<file path="config.mk">
export PLATFORM = sky130hd
export DESIGN_NAME = moving_average_deadband_filter_flat
export DESIGN_NICKNAME = d
export VERILOG_FILES = /design/src/design/madf_pkg.sv /design/src/design/madf_if.sv /design/src/design/madf_ram.sv /design/src/design/moving_average_deadband_filter.sv /design/src/flat_wrapper.sv
export VERILOG_INCLUDE_DIRS = /design/src /design/src/design
export SDC_FILE = /design/constraint.sdc
export NUM_CORES = 1
export LEC_CHECK = 0
export BUFFER_PORTS_ARGS = -buffer_cell sky130_fd_sc_hd__buf_2
export CORE_ASPECT_RATIO = 0.5
export CORE_MARGIN = 5
export CORE_UTILIZATION = 45
export CTS_CLUSTER_DIAMETER = 150
export DETAILED_ROUTE_END_ITERATION = 12
export PLACE_DENSITY_LB_ADDON = 0.3
export SYNTH_ARGS = -nofsm -noshare
export SYNTH_HDL_FRONTEND = slang
export SYNTH_SLANG_ARGS = --single-unit
export TNS_END_PERCENT = 30
</file>
<file path="constraint.sdc">
create_clock -name i_clk -period 14.95 [get_ports i_clk]
set_input_delay 2.99 -clock i_clk [delete_from_list [all_inputs] [get_ports i_clk]]
set_output_delay 2.99 -clock i_clk [all_outputs]
set_load 0.005 [all_outputs]
</file>
<file path="src/design/moving_average_deadband_filter_macros.svh">
// Assertion macros for the moving-average deadband filter.
// Included by the RTL file that carries concurrent assertions; depends on nothing.
`ifndef MOVING_AVERAGE_DEADBAND_FILTER_MACROS_SVH
`define MOVING_AVERAGE_DEADBAND_FILTER_MACROS_SVH

`ifndef ASSERT_OFF

// Checked on every clock edge outside reset.
`define MADF_ASSERT(lbl, clk, rst_n, prop) \
    lbl: assert property (@(posedge clk) disable iff (!rst_n) prop) \
        else $error("assertion failed");

// Checked on every clock edge, reset included.
`define MADF_ASSERT_ALWAYS(lbl, clk, prop) \
    lbl: assert property (@(posedge clk) prop) \
        else $error("assertion failed");

`else

`define MADF_ASSERT(lbl, clk, rst_n, prop)
`define MADF_ASSERT_ALWAYS(lbl, clk, prop)

`endif

`endif

</file>
<file path="src/design/madf_pkg.sv">
// Shared types and constants of the moving-average deadband filter.
// No dependencies; used by the channel interfaces and the top level.
package madf_pkg;

    localparam int SAMPLE_W     = 10;
    localparam int THRESHOLD_W  = 10;
    localparam int THRESHOLD_RST = 4;

    typedef logic [SAMPLE_W-1:0]    t_sample;
    typedef logic [THRESHOLD_W-1:0] t_threshold;

endpackage

</file>
<file path="src/design/madf_if.sv">
// Valid/ready channel interfaces of the moving-average deadband filter.
// Depends on madf_pkg for the payload types.
interface madf_sample_if import madf_pkg::*; ();
    logic    valid;
    logic    ready;
    t_sample sample;

    modport source (output valid, output sample, input ready);
    modport sink   (input valid, input sample, output ready);
endinterface

interface madf_result_if import madf_pkg::*; ();
    logic    valid;
    logic    ready;
    logic    raw_changed;
    t_sample change_amount;
    t_sample average_value;
    t_sample filtered_value;
    logic    filtered_changed;

    modport source (output valid, output raw_changed, output change_amount,
                    output average_value, output filtered_value, output filtered_changed,
                    input ready);
    modport sink   (input valid, input raw_changed, input change_amount,
                    input average_value, input filtered_value, input filtered_changed,
                    output ready);
endinterface

</file>
<file path="src/design/madf_ram.sv">
// Generic simple dual-port RAM: one write port, one read port, registered read data.
// No dependencies.
module madf_ram #(
    parameter int WIDTH = 10,
    parameter int DEPTH = 8
) (
    input  logic                                         i_clk,
    input  logic                                         i_wr_en,
    input  logic [((DEPTH > 1) ? $clog2(DEPTH) : 1)-1:0] i_wr_addr,
    input  logic [WIDTH-1:0]                             i_wr_data,
    input  logic                                         i_rd_en,
    input  logic [((DEPTH > 1) ? $clog2(DEPTH) : 1)-1:0] i_rd_addr,
    output logic [WIDTH-1:0]                             o_rd_data
);
    logic [WIDTH-1:0] r_mem [DEPTH];
    logic [WIDTH-1:0] r_rd_data;

    always_ff @(posedge i_clk) begin
        if (i_wr_en) begin
            r_mem[i_wr_addr] <= i_wr_data;
        end
        if (i_rd_en) begin
            r_rd_data <= r_mem[i_rd_addr];
        end
    end

    assign o_rd_data = r_rd_data;
endmodule

</file>
<file path="src/design/moving_average_deadband_filter.sv">
// Moving-average filter with deadband hysteresis for 10-bit potentiometer samples.
// Depends on madf_pkg, the channel interfaces in madf_if.sv and madf_ram.
//
// Usage:
//   i_sample_ch  - valid/ready input, one 10-bit sample per transfer.
//   o_result_ch  - valid/ready output, exactly one result per sample: raw change flag,
//                  absolute change, ring mean, held filtered value, filtered change flag.
//   i_cfg_wr_en / i_cfg_wr_data - writes the deadband threshold; write only while idle.
// A taken sample passes through stage 1 and the result register to o_result_ch.
// Throughput: one sample per cycle while o_result_ch.ready is high. The history
//   ring sits in a RAM: the old entry is read as the sample is taken and overwritten
//   from stage 1; a same-entry read and write in one cycle is forwarded.
// The ring mean is the running total times a fixed reciprocal, one multiplier.
// Reset: threshold 4, previous sample, total and held value zero; per-entry valid bits
//   make unwritten ring entries read as zero, so no clearing pass is needed.
// Stall: the result register holds while o_result_ch.ready is low; one more sample may
//   be taken and waits behind it, after which i_sample_ch.ready drops.
module moving_average_deadband_filter import madf_pkg::*; #(
    parameter int AVERAGE_DEPTH = 8
) (
    input  logic                 i_clk,
    input  logic                 i_rst_n,
    input  logic                 i_cfg_wr_en,
    input  t_threshold           i_cfg_wr_data,
    madf_sample_if.sink          i_sample_ch,
    madf_result_if.source        o_result_ch
);
    `include "moving_average_deadband_filter_macros.svh"

    localparam int PW    = (AVERAGE_DEPTH > 1) ? $clog2(AVERAGE_DEPTH) : 1;
    localparam int TW    = $clog2(AVERAGE_DEPTH) + SAMPLE_W;
    localparam int SH    = TW + $clog2(AVERAGE_DEPTH);
    localparam int MW    = TW + 1;
    localparam int PRODW = TW + MW;
    localparam longint unsigned RECIP =
        ((64'd1 << SH) + AVERAGE_DEPTH - 1) / AVERAGE_DEPTH;
    localparam logic [MW-1:0] RECIP_M = MW'(RECIP);
    localparam logic [PW-1:0] LAST_POS = PW'(AVERAGE_DEPTH - 1);
    localparam logic [TW-1:0] TOTAL_MAX = TW'(((1 << SAMPLE_W) - 1) * AVERAGE_DEPTH);

    // Configuration
    t_threshold r_threshold;

    // Front: sample intake and ring position
    t_sample        r_prev;
    logic [PW-1:0]  r_pos;
    logic [PW-1:0]  n_pos;
    logic           in_fire;

    // Stage 1: item waiting for the ring read
    logic           r_s1_valid;
    logic [PW-1:0]  r_s1_pos;
    t_sample        r_s1_wdata;
    logic           r_s1_raw;
    t_sample        r_s1_change;
    logic           r_fwd;
    t_sample        r_fwd_data;

    // Stage 2: total, mean, deadband
    logic [TW-1:0]      r_total;
    logic [TW-1:0]      n_total;
    t_sample            r_held;
    t_sample            ram_rd_data;
    t_sample            old_entry;
    logic [PRODW-1:0]   prod;
    t_sample            avg;
    t_sample            held_diff;
    logic               update_held;
    logic               s2_fire;
    logic [AVERAGE_DEPTH-1:0] r_ring_vld;

    // Result register
    logic    r_out_valid;
    logic    r_out_raw;
    t_sample r_out_change;
    t_sample r_out_avg;
    t_sample r_out_filt;
    logic    r_out_fchg;

    t_sample sample_diff;

    assign s2_fire = r_s1_valid && (!r_out_valid || o_result_ch.ready);
    assign i_sample_ch.ready = !r_s1_valid || s2_fire;
    assign in_fire = i_sample_ch.valid && i_sample_ch.ready;

    assign n_pos = (r_pos == LAST_POS) ? '0 : r_pos + 1'b1;
    assign sample_diff = (i_sample_ch.sample >= r_prev) ? i_sample_ch.sample - r_prev
                                                        : r_prev - i_sample_ch.sample;

    madf_ram #(
        .WIDTH (SAMPLE_W),
        .DEPTH (AVERAGE_DEPTH)
    ) u_ring (
        .i_clk     (i_clk),
        .i_wr_en   (s2_fire),
        .i_wr_addr (r_s1_pos),
        .i_wr_data (r_s1_wdata),
        .i_rd_en   (in_fire),
        .i_rd_addr (n_pos),
        .o_rd_data (ram_rd_data)
    );

    always_comb begin
        if (r_fwd) begin
            old_entry = r_fwd_data;
        end else if (r_ring_vld[r_s1_pos]) begin
            old_entry = ram_rd_data;
        end else begin
            old_entry = '0;
        end
        n_total   = r_total - TW'(old_entry) + TW'(r_s1_wdata);
        // floor(total / depth) via rounded-up reciprocal, exact over the total's range
        prod      = PRODW'(n_total) * PRODW'(RECIP_M);
        avg       = prod[SH +: SAMPLE_W];
        held_diff = (r_held >= avg) ? r_held - avg : avg - r_held;
        update_held = held_diff > r_threshold;
    end

    always_ff @(posedge i_clk) begin
        if (!i_rst_n) begin
            r_threshold <= t_threshold'(THRESHOLD_RST);
            r_prev      <= '0;
            r_pos       <= '0;
            r_s1_valid  <= 1'b0;
            r_fwd       <= 1'b0;
            r_total     <= '0;
            r_held      <= '0;
            r_ring_vld  <= '0;
            r_out_valid <= 1'b0;
        end else begin
            if (i_cfg_wr_en) begin
                r_threshold <= i_cfg_wr_data;
            end

            if (in_fire) begin
                r_prev     <= i_sample_ch.sample;
                r_pos      <= n_pos;
                r_s1_valid <= 1'b1;
                // the item ahead writes the entry this transfer reads in the same cycle
                r_fwd      <= s2_fire && (r_s1_pos == n_pos);
            end else if (s2_fire) begin
                r_s1_valid <= 1'b0;
                r_fwd      <= 1'b0;
            end

            if (s2_fire) begin
                r_total              <= n_total;
                r_ring_vld[r_s1_pos] <= 1'b1;
                if (update_held) begin
                    r_held <= avg;
                end
                r_out_valid <= 1'b1;
            end else if (o_result_ch.ready) begin
                r_out_valid <= 1'b0;
            end
        end
    end

    // Payload registers
    always_ff @(posedge i_clk) begin
        if (in_fire) begin
            r_s1_pos    <= n_pos;
            r_s1_wdata  <= r_prev;
            r_s1_raw    <= (sample_diff != '0);
            r_s1_change <= sample_diff;
            r_fwd_data  <= r_s1_wdata;
        end
        if (s2_fire) begin
            r_out_raw    <= r_s1_raw;
            r_out_change <= r_s1_change;
            r_out_avg    <= avg;
            r_out_filt   <= update_held ? avg : r_held;
            r_out_fchg   <= update_held;
        end
    end

    assign o_result_ch.valid            = r_out_valid;
    assign o_result_ch.raw_changed      = r_out_raw;
    assign o_result_ch.change_amount    = r_out_change;
    assign o_result_ch.average_value    = r_out_avg;
    assign o_result_ch.filtered_value   = r_out_filt;
    assign o_result_ch.filtered_changed = r_out_fchg;

    `MADF_ASSERT(a_fwd_needs_item, i_clk, i_rst_n, r_fwd |-> r_s1_valid)
    `MADF_ASSERT(a_total_in_range, i_clk, i_rst_n, r_total <= TOTAL_MAX)
    `MADF_ASSERT(a_pos_in_range, i_clk, i_rst_n, r_pos <= LAST_POS)
    `MADF_ASSERT(a_accept_loads_stage, i_clk, i_rst_n, in_fire |=> r_s1_valid)
    `MADF_ASSERT(a_update_takes_mean, i_clk, i_rst_n,
        (r_out_valid && r_out_fchg) |-> (r_out_filt == r_out_avg))
    `MADF_ASSERT_ALWAYS(a_reset_clears_ring, i_clk, !i_rst_n |=> (r_ring_vld == '0))
endmodule
</file>
<file path="src/flat_wrapper.sv">
// flat-port wrapper written by rule: the top's interface ports become plain ports
module moving_average_deadband_filter_flat import madf_pkg::*;
#(
    parameter int AVERAGE_DEPTH = 8
)
  (i_clk, i_rst_n, i_cfg_wr_en, i_cfg_wr_data, i_sample_ch_valid, i_sample_ch_sample, i_sample_ch_ready, o_result_ch_valid, o_result_ch_raw_changed, o_result_ch_change_amount, o_result_ch_average_value, o_result_ch_filtered_value, o_result_ch_filtered_changed, o_result_ch_ready);
  madf_sample_if i_sample_ch_i ();
  madf_result_if o_result_ch_i ();
  input  logic i_clk;
  input  logic i_rst_n;
  input  logic i_cfg_wr_en;
  input  t_threshold i_cfg_wr_data;
  input wire logic [$bits(i_sample_ch_i.valid)-1:0] i_sample_ch_valid;
  input wire logic [$bits(i_sample_ch_i.sample)-1:0] i_sample_ch_sample;
  output wire logic [$bits(i_sample_ch_i.ready)-1:0] i_sample_ch_ready;
  output wire logic [$bits(o_result_ch_i.valid)-1:0] o_result_ch_valid;
  output wire logic [$bits(o_result_ch_i.raw_changed)-1:0] o_result_ch_raw_changed;
  output wire logic [$bits(o_result_ch_i.change_amount)-1:0] o_result_ch_change_amount;
  output wire logic [$bits(o_result_ch_i.average_value)-1:0] o_result_ch_average_value;
  output wire logic [$bits(o_result_ch_i.filtered_value)-1:0] o_result_ch_filtered_value;
  output wire logic [$bits(o_result_ch_i.filtered_changed)-1:0] o_result_ch_filtered_changed;
  input wire logic [$bits(o_result_ch_i.ready)-1:0] o_result_ch_ready;
  assign i_sample_ch_i.valid = i_sample_ch_valid;
  assign i_sample_ch_i.sample = i_sample_ch_sample;
  assign i_sample_ch_ready = i_sample_ch_i.ready;
  assign o_result_ch_valid = o_result_ch_i.valid;
  assign o_result_ch_raw_changed = o_result_ch_i.raw_changed;
  assign o_result_ch_change_amount = o_result_ch_i.change_amount;
  assign o_result_ch_average_value = o_result_ch_i.average_value;
  assign o_result_ch_filtered_value = o_result_ch_i.filtered_value;
  assign o_result_ch_filtered_changed = o_result_ch_i.filtered_changed;
  assign o_result_ch_i.ready = o_result_ch_ready;
  moving_average_deadband_filter #(.AVERAGE_DEPTH(AVERAGE_DEPTH)) u_core (.i_clk(i_clk), .i_rst_n(i_rst_n), .i_cfg_wr_en(i_cfg_wr_en), .i_cfg_wr_data(i_cfg_wr_data), .i_sample_ch(i_sample_ch_i), .o_result_ch(o_result_ch_i));
endmodule
</file>
== Word-level counts from Yosys, hierarchy flattened ==
Memory sizes are Yosys's and may differ from the RTL's. A register that Yosys moved wholly into a read port is not among the register bits.
Index checks and enable logic that the tools add are counted.

* Multiplexer cells: 17
* $add $sub $neg: 7
* Order comparisons: 5
* Equality and inequality tests: 2
* Reduce and logical (&&, ||, !) cells: 11
* Bitwise logic cells: 1

{| class="wikitable"
|+ Operator list
! operator !! count
|-
| two-way mux 10 bit || 5
|-
| subtractor 10 bit || 4
|-
| greater-or-equal comparator 10 bit || 2
|-
| adder 13 x 10 -> 13 bit || 1
|-
| subtractor 13 x 10 -> 13 bit || 1
|-
| greater-than comparator 10 bit || 1
|-
| nonzero test 10 bit || 1
|-
| two-way mux 1 bit || 9
|-
| OR 8 bit || 1
|-
| logical AND 1 bit || 4
|-
| less-than comparator 3 x 4 -> 1 bit (second input constant) || 1
|-
| nonzero test 2 bit || 2
|-
| adder 3 x 1 -> 3 bit (second input constant) || 1
|-
| binary-select mux 1 bit (select 3 bit) || 1
|-
| demux 1 bit (select 3 bit) || 1
|-
| == test 3 bit || 1
|-
| == test 3 bit (second input constant) || 1
|-
| greater-or-equal comparator 3 x 1 -> 1 bit (second input constant) || 1
|-
| two-way mux 3 bit || 1
|-
| zero test 1 bit || 2
|-
| logical OR 1 bit || 2
|}

* Bits in writable memories: 80
* Register bits after elaboration: 123
* Memories kept: 1
* Output and inout bits: 34

{| class="wikitable"
|+ Memories
! name !! words !! bits a word !! read ports !! clocked after memory_dff !! wr ports !! line !! source
|-
| u_core.u_ring.r_mem || 8 || 10 || 1 || 1 || 1 || madf_ram.sv:15 || <nowiki>logic [WIDTH-1:0] r_mem [DEPTH];</nowiki>
|}

== Depth between registers and ports, before layout ==
* Depth in word-level cells: 10
* Mapped depth: 33

== Cells and area by module ==
A second synthesis with hierarchy kept.

* Cells, all modules: 851
* Area total of the unflattened synthesis: 10550.1 sq um

{| class="wikitable"
|+ Modules (own cells, without submodules)
! module !! times used !! area each (sq um) !! cells each !! seq. area each (sq um)
|-
| moving_average_deadband_filter || 1 || 7116.8 || 713 || 3123.0
|-
| madf_ram || 1 || 3433.3 || 138 || 2702.6
|}

== Least setup slack after synthesis ==
No wires, ideal clock.

* Path kind: reg2reg
* Start: register u_core.r_s1_pos[0]
* End: register u_core.r_out_filt[9], in the netlist u_core.o_result_ch.filtered_value[9] (data pin)
* Data required time: 14690 ps
* Arrival time: 6903 ps
* Buffers on the path: 4
* Cell stages (with the launch flop): 31
* Slack: 7787 ps
* Path through: edfxtp_1 clkbuf_1 mux4_2 mux2i_1 nor2_1 a22oi_1 fa_1 ha_1 a211oi_1 o21bai_1 a21oi_1 o21bai_1 a21oi_1 xnor2_1 ha_1 and2_1 a221o_1 a21o_1 o21ai_0 a31oi_1 buf_2 mux2i_1 xor2_1 ha_1 and4_1 nand3_1 o21ba_2 a31oi_1 clkbuf_1 clkbuf_1 mux2_2

* Cells in the longest elaborated chain, start to end: 10
* Elaborated cells on any way between the ends: 12

{| class="wikitable"
|+ Ends and longest elaborated chain
! element !! line !! source
|-
| start, declared || moving_average_deadband_filter.sv:52 || <nowiki>logic [PW-1:0] r_s1_pos;</nowiki>
|-
| start signal, assigned || moving_average_deadband_filter.sv:162 || <nowiki>r_s1_pos <= n_pos;</nowiki>
|-
| binary-select mux 1 bit (select 3 bit) * || moving_average_deadband_filter.sv:106 || <nowiki>end else if (r_ring_vld[r_s1_pos]) begin</nowiki>
|-
| two-way mux 1 bit (implied by the code) * || moving_average_deadband_filter.sv:106 ||
|-
| two-way mux 10 bit * || moving_average_deadband_filter.sv:106 ||
|-
| two-way mux 10 bit * || moving_average_deadband_filter.sv:104 || <nowiki>if (r_fwd) begin</nowiki>
|-
| subtractor 13 x 10 -> 13 bit * || moving_average_deadband_filter.sv:111 || <nowiki>n_total = r_total - TW'(old_entry) + TW'(r_s1_wdata);</nowiki>
|-
| adder 13 x 10 -> 13 bit * || moving_average_deadband_filter.sv:111 ||
|-
| named net u_core.n_total[7] || moving_average_deadband_filter.sv:61 || <nowiki>logic [TW-1:0] n_total;</nowiki>
|-
| subtractor 10 bit or greater-or-equal comparator 10 bit (tied branches) || moving_average_deadband_filter.sv:115 || <nowiki>held_diff = (r_held >= avg) ? r_held - avg : avg - r_held;</nowiki>
|-
| two-way mux 10 bit * || moving_average_deadband_filter.sv:115 ||
|-
| greater-than comparator 10 bit * || moving_average_deadband_filter.sv:116 || <nowiki>update_held = held_diff > r_threshold;</nowiki>
|-
| named net u_core.update_held || moving_average_deadband_filter.sv:68 || <nowiki>logic update_held;</nowiki>
|-
| two-way mux 10 bit * || moving_average_deadband_filter.sv:172 || <nowiki>r_out_filt <= update_held ? avg : r_held;</nowiki>
|-
| end signal, assigned || moving_average_deadband_filter.sv:172 ||
|-
| end, declared || moving_average_deadband_filter.sv:77 || <nowiki>t_sample r_out_filt;</nowiki>
|}

The timed path passes the listed nets; every way through them passes the cells marked *. The select of a mux whose other input is x is not followed.
A chain may end at the register's enable or synchronous reset.

== Worst setup path in the final report ==
* Start: register u_core.r_s1_pos[0]
* End: register u_core.r_held[5]

* Cells in the longest elaborated chain, start to end: 10
* Elaborated cells on any way between the ends: 12

{| class="wikitable"
|+ Ends and longest elaborated chain
! element !! line !! source
|-
| binary-select mux 1 bit (select 3 bit) * || moving_average_deadband_filter.sv:106 ||
|-
| two-way mux 1 bit (implied by the code) * || moving_average_deadband_filter.sv:106 ||
|-
| two-way mux 10 bit * || moving_average_deadband_filter.sv:106 ||
|-
| two-way mux 10 bit * || moving_average_deadband_filter.sv:104 ||
|-
| subtractor 13 x 10 -> 13 bit * || moving_average_deadband_filter.sv:111 ||
|-
| adder 13 x 10 -> 13 bit * || moving_average_deadband_filter.sv:111 ||
|-
| named net u_core.n_total[7] || moving_average_deadband_filter.sv:61 ||
|-
| subtractor 10 bit or greater-or-equal comparator 10 bit (tied branches) || moving_average_deadband_filter.sv:115 ||
|-
| two-way mux 10 bit * || moving_average_deadband_filter.sv:115 ||
|-
| greater-than comparator 10 bit * || moving_average_deadband_filter.sv:116 ||
|-
| two-way mux 10 bit * || - ||
|-
| end signal, assigned || moving_average_deadband_filter.sv:150 || <nowiki>r_held <= avg;</nowiki>
|-
| end, declared || moving_average_deadband_filter.sv:62 || <nowiki>t_sample r_held;</nowiki>
|}

Marks and branches as above.

==> summary.md <==
| Metric | Value |
|---|---|
| Power, Total | `around 2.2 mW` |
| Final setup fails | `0` |
| Syn_area_per_cell | `around 12 um2` |
| Via Count | `6442` |
| Max incr delay on CP | `0.92 ns` |
| Residual DRC | `0` |
| Placer congestion estimate | `about 0.86` |
| Worst slew margin | `~21%` |
| WL/cell | `16.6 um` |
| CTS Buffer Depth | `3` |
| Die Wd | `about 220 um` |
| FP Rows | `39` |
| DRT Pass-1 Iters | `4` |
| Via density per instance | `roughly 5.3` |
| Comb power frac | `between 40% and 50%` |
| Clk_lat worst skew | `around 0.5 ns` |
| Most instantiated library cell after synthesis | `edfxtp_1` |
| Setup TNS after final layout | `0 ns` |
| Synth area leaders | `edfxtp_1 45%, dfxtp_1 11%, ha_1 7.6%, mux4_2 4.8%, nor2_1 2.8%` |
| GR Util All Layers | `between 10% and 20%` |
| Pins over their slew limit | `0` |
| Core Util, Final | `51.5%` |
| Antenna Cells | `0` |
| Post-Syn Area | `~10000 um2` |
| Die height | `~120 um` |
| Post-route clock period utilization | `55.1%` |
| Core area | `~23000 um2` |
| Initial antenna violation count | `0` |
| DRT antenna net count | `0` |
| Peak supply drop | `~0.23 mV` |
| Post_cts resized | `0` |
| Vias in the first global route | `6559` |
| CTS H-tree lvls | `1` |
| Crit Path Class | `reg -> reg` |
| Slowest-stage cell, CP | `a31oi_1` |
| Clock Root Buffer | `clkbuf_16` |
| TritonCTS clock tree | `yes` |
| Grt total ovfl | `0` |
| Cell taking the most area after synthesis | `edfxtp_1` |
| Starting DRT DRC Count | `around 310` |
| Status | `finished clean` |
| Max_cap viols | `0` |
| Internal power | `1.44 mW` |
| Fraction of the yosys area taken by sequential cells | `a little under three fifths` |
| Maximum clock frequency | `around 0.12 GHz` |
| Worst Path Required | `15.29 ns` |
| Reg power frac | `approximately a third` |
| RSZ-0062 raised after global routing | `false` |
| Num Clock Sinks | `213` |
| Clk pwr share | `a little under a quarter` |
| P_sw | `between 0.7 and 0.8 mW` |
| Post-Route WL | `just over 20000 um` |
| PortBufs | `58` |
| Clk slew on worst S/H paths | `approximately 0.07 ns` |
| Mapped Cells | `approximately 840` |
| Ys flop type | `edfxtp_1` |
| Post-Syn Nets | `between 900 and 1000` |
| Synth unique cells | `60` |
| Detail Placement HPWL | `approximately 14000 um` |
| Final Hold Viols | `0` |
| Area growth, synth to finish | `13.0%` |
| Post-CTS Hold Buffers | `0` |
| IO Pins | `59` |
| Slew @ Worst Pin | `approximately 1.2 ns` |
| Nets@finish | `between 900 and 1000` |
| Yosys warns | `0` |
| PD cells | `roughly 190 nW/um2` |
| Die footprint | `26300 um2` |
| Pin count of the biggest net entering global routing | `slightly below 60` |
| Worst path arrival time | `8.57 ns` |
| Share of cells above drive strength 1 | `approximately 16%` |
| First-pass GRT wire length | `around 34000 um` |
| Most common library cells after synthesis | `156 x edfxtp_1, 76 x nor2_1, 69 x nand2_1` |
| Filler cell count | `slightly below 2000` |
| Min Tclk post-route | `around 8.2 ns` |
| Critical-path maximum fanout | `20` |
| Min-Delay Path Class | `reg -> reg` |
| Ys async rst share | `0%` |
| Worst Skew | `0.0212 ns` |
| Crit start category | `flop` |
| Post-CTS setup buffer count | `0` |
| Leakage | `between 4 and 5 nW` |
| Crit path capture type | `flop` |
| Synth top area share | `a little under half` |
| Post-synth EDFFs | `156` |
| Net Sw Frac | `roughly 36%` |
| Num CTS Buffers | `20` |
| Initial Utilization | `a little under half` |
| FF+latch count, synth | `213` |
[per-layer routing]
layer / share of wire [%] / track usage (%)
met5: 0 / 0
met4: 1.3 / 3.00
met3: 4.0 / 2.59
met2: 47 / 27.7
met1: 47 / 21.6
[logic make-up (layout without fill, tap and decap cells)]
group / after synthesis / in the layout / synth area share [%]
muxes: 63 / 63 / 8.99
AOI/OAI and AO/OA: 147 / 147 / 9.01
buffers and inverters: 91 / 167 / 3.39
adders and majority gates: 77 / 77 / 10.3
and+or+nand+nor: 215 / 215 / 9.59
xor gates and xnor gates: 29 / 29 / 2.45
DFF: 213 / 213 / 56.2
[per-stage QoR]
stage | hold slack (ns) | cell area (um2) | setup WS [ns] | std cells
after global placement | 0.404 | 11000 | 6.97 | 1182
after floorplan | 0.400 | 10400 | 7.79 | 835
after CTS | 0.421 | 11700 | 6.67 | 1218
after detailed placement | 0.405 | 11000 | 6.72 | 1182
after global routing | 0.429 | 11700 | 6.04 | 1218
final | 0.418 | 11700 | 6.71 | 1218
[sequential cells by signal, summed over array words and instances (netlist names), 3 cells and up]
name,count
u_core.r_threshold,10
u_core.r_ring_vld,8
u_core.o_result_ch.filtered_value,10
u_core.r_held,10
u_core.o_result_ch.change_amount,10
u_core.u_ring.o_rd_data,10
u_core.r_total,13
u_core.r_s1_pos,3
u_core.u_ring.r_mem,80
u_core.r_s1_change,10
u_core.r_s1_wdata,10
u_core.r_fwd_data,10
u_core.r_pos,3
u_core.r_prev,10
u_core.o_result_ch.average_value,10
[final timing paths]
path	slack, ns	end	depth (start not counted)	startpoint
min	0.42	u_core.o_result_ch.raw_changed	0	u_core.r_s1_raw
min reg2reg	0.42	u_core.o_result_ch.raw_changed	0	u_core.r_s1_raw
max	6.71	u_core.r_held[5]	30	u_core.r_s1_pos[0]
max reg2reg	6.71	u_core.r_held[5]	30	u_core.r_s1_pos[0]
[power by group through the flow]
stage	Combinational, mW	Clock (mW)	Sequential (mW)
after floorplan	0.712	0	0.775
after global placement	0.915	0	0.781
after detailed placement	0.949	0	0.783
after CTS	0.954	0.534	0.771
after global routing	1.08	0.563	0.777
final	0.948	0.522	0.769
[cell type report]
cell class / count / area [um2] / area share [%]
Sequential cell: 213 / 5830 / 49.8
Multi-Input combinational cell: 531 / 4200 / 35.9
Clock buffer: 26 / 564 / 4.82
Tap cell: 307 / 384 / 3.28
Timing Repair Buffer: 69 / 373 / 3.19
Inverter: 62 / 233 / 1.99
Clock inverter: 10 / 118 / 1.01
[cell usage in the layout (no fill, tap or decap), types with 10 or more instances in the layout]
cell | Yosys | final
nor3_1 | 13 | 12
inv_1 | 60 | 59
fa_1 | 14 | 14
o21ai_0 | 32 | 32
mux2i_1 | 27 | 27
buf_4 | 0 | 11
a211oi_1 | 11 | 11
nand3_1 | 10 | 10
a21oi_1 | 50 | 50
ha_1 | 63 | 63
edfxtp_1 | 156 | 156
xnor2_1 | 16 | 16
a21o_1 | 12 | 12
mux2_2 | 12 | 12
nand2b_1 | 12 | 12
buf_2 | 2 | 58
xor2_1 | 13 | 13
nor2_1 | 76 | 75
dfxtp_1 | 57 | 57
nand2_1 | 69 | 69
mux4_2 | 22 | 22
clkbuf_16 | 0 | 21
[worst max-delay path: cells and delay by family, from the launching register on]
kind	cells	cell delay, ns
AOI/OAI and AO/OA	13	3.01
adders and majority gates	4	1.66
and+or+nand+nor	7	1.50
muxes	3	0.77
DFF	1	0.55
xor gates and xnor gates	2	0.35
buffers and inverters	1	0.25
No activity file was read; power rests on OpenSTA's default activity.
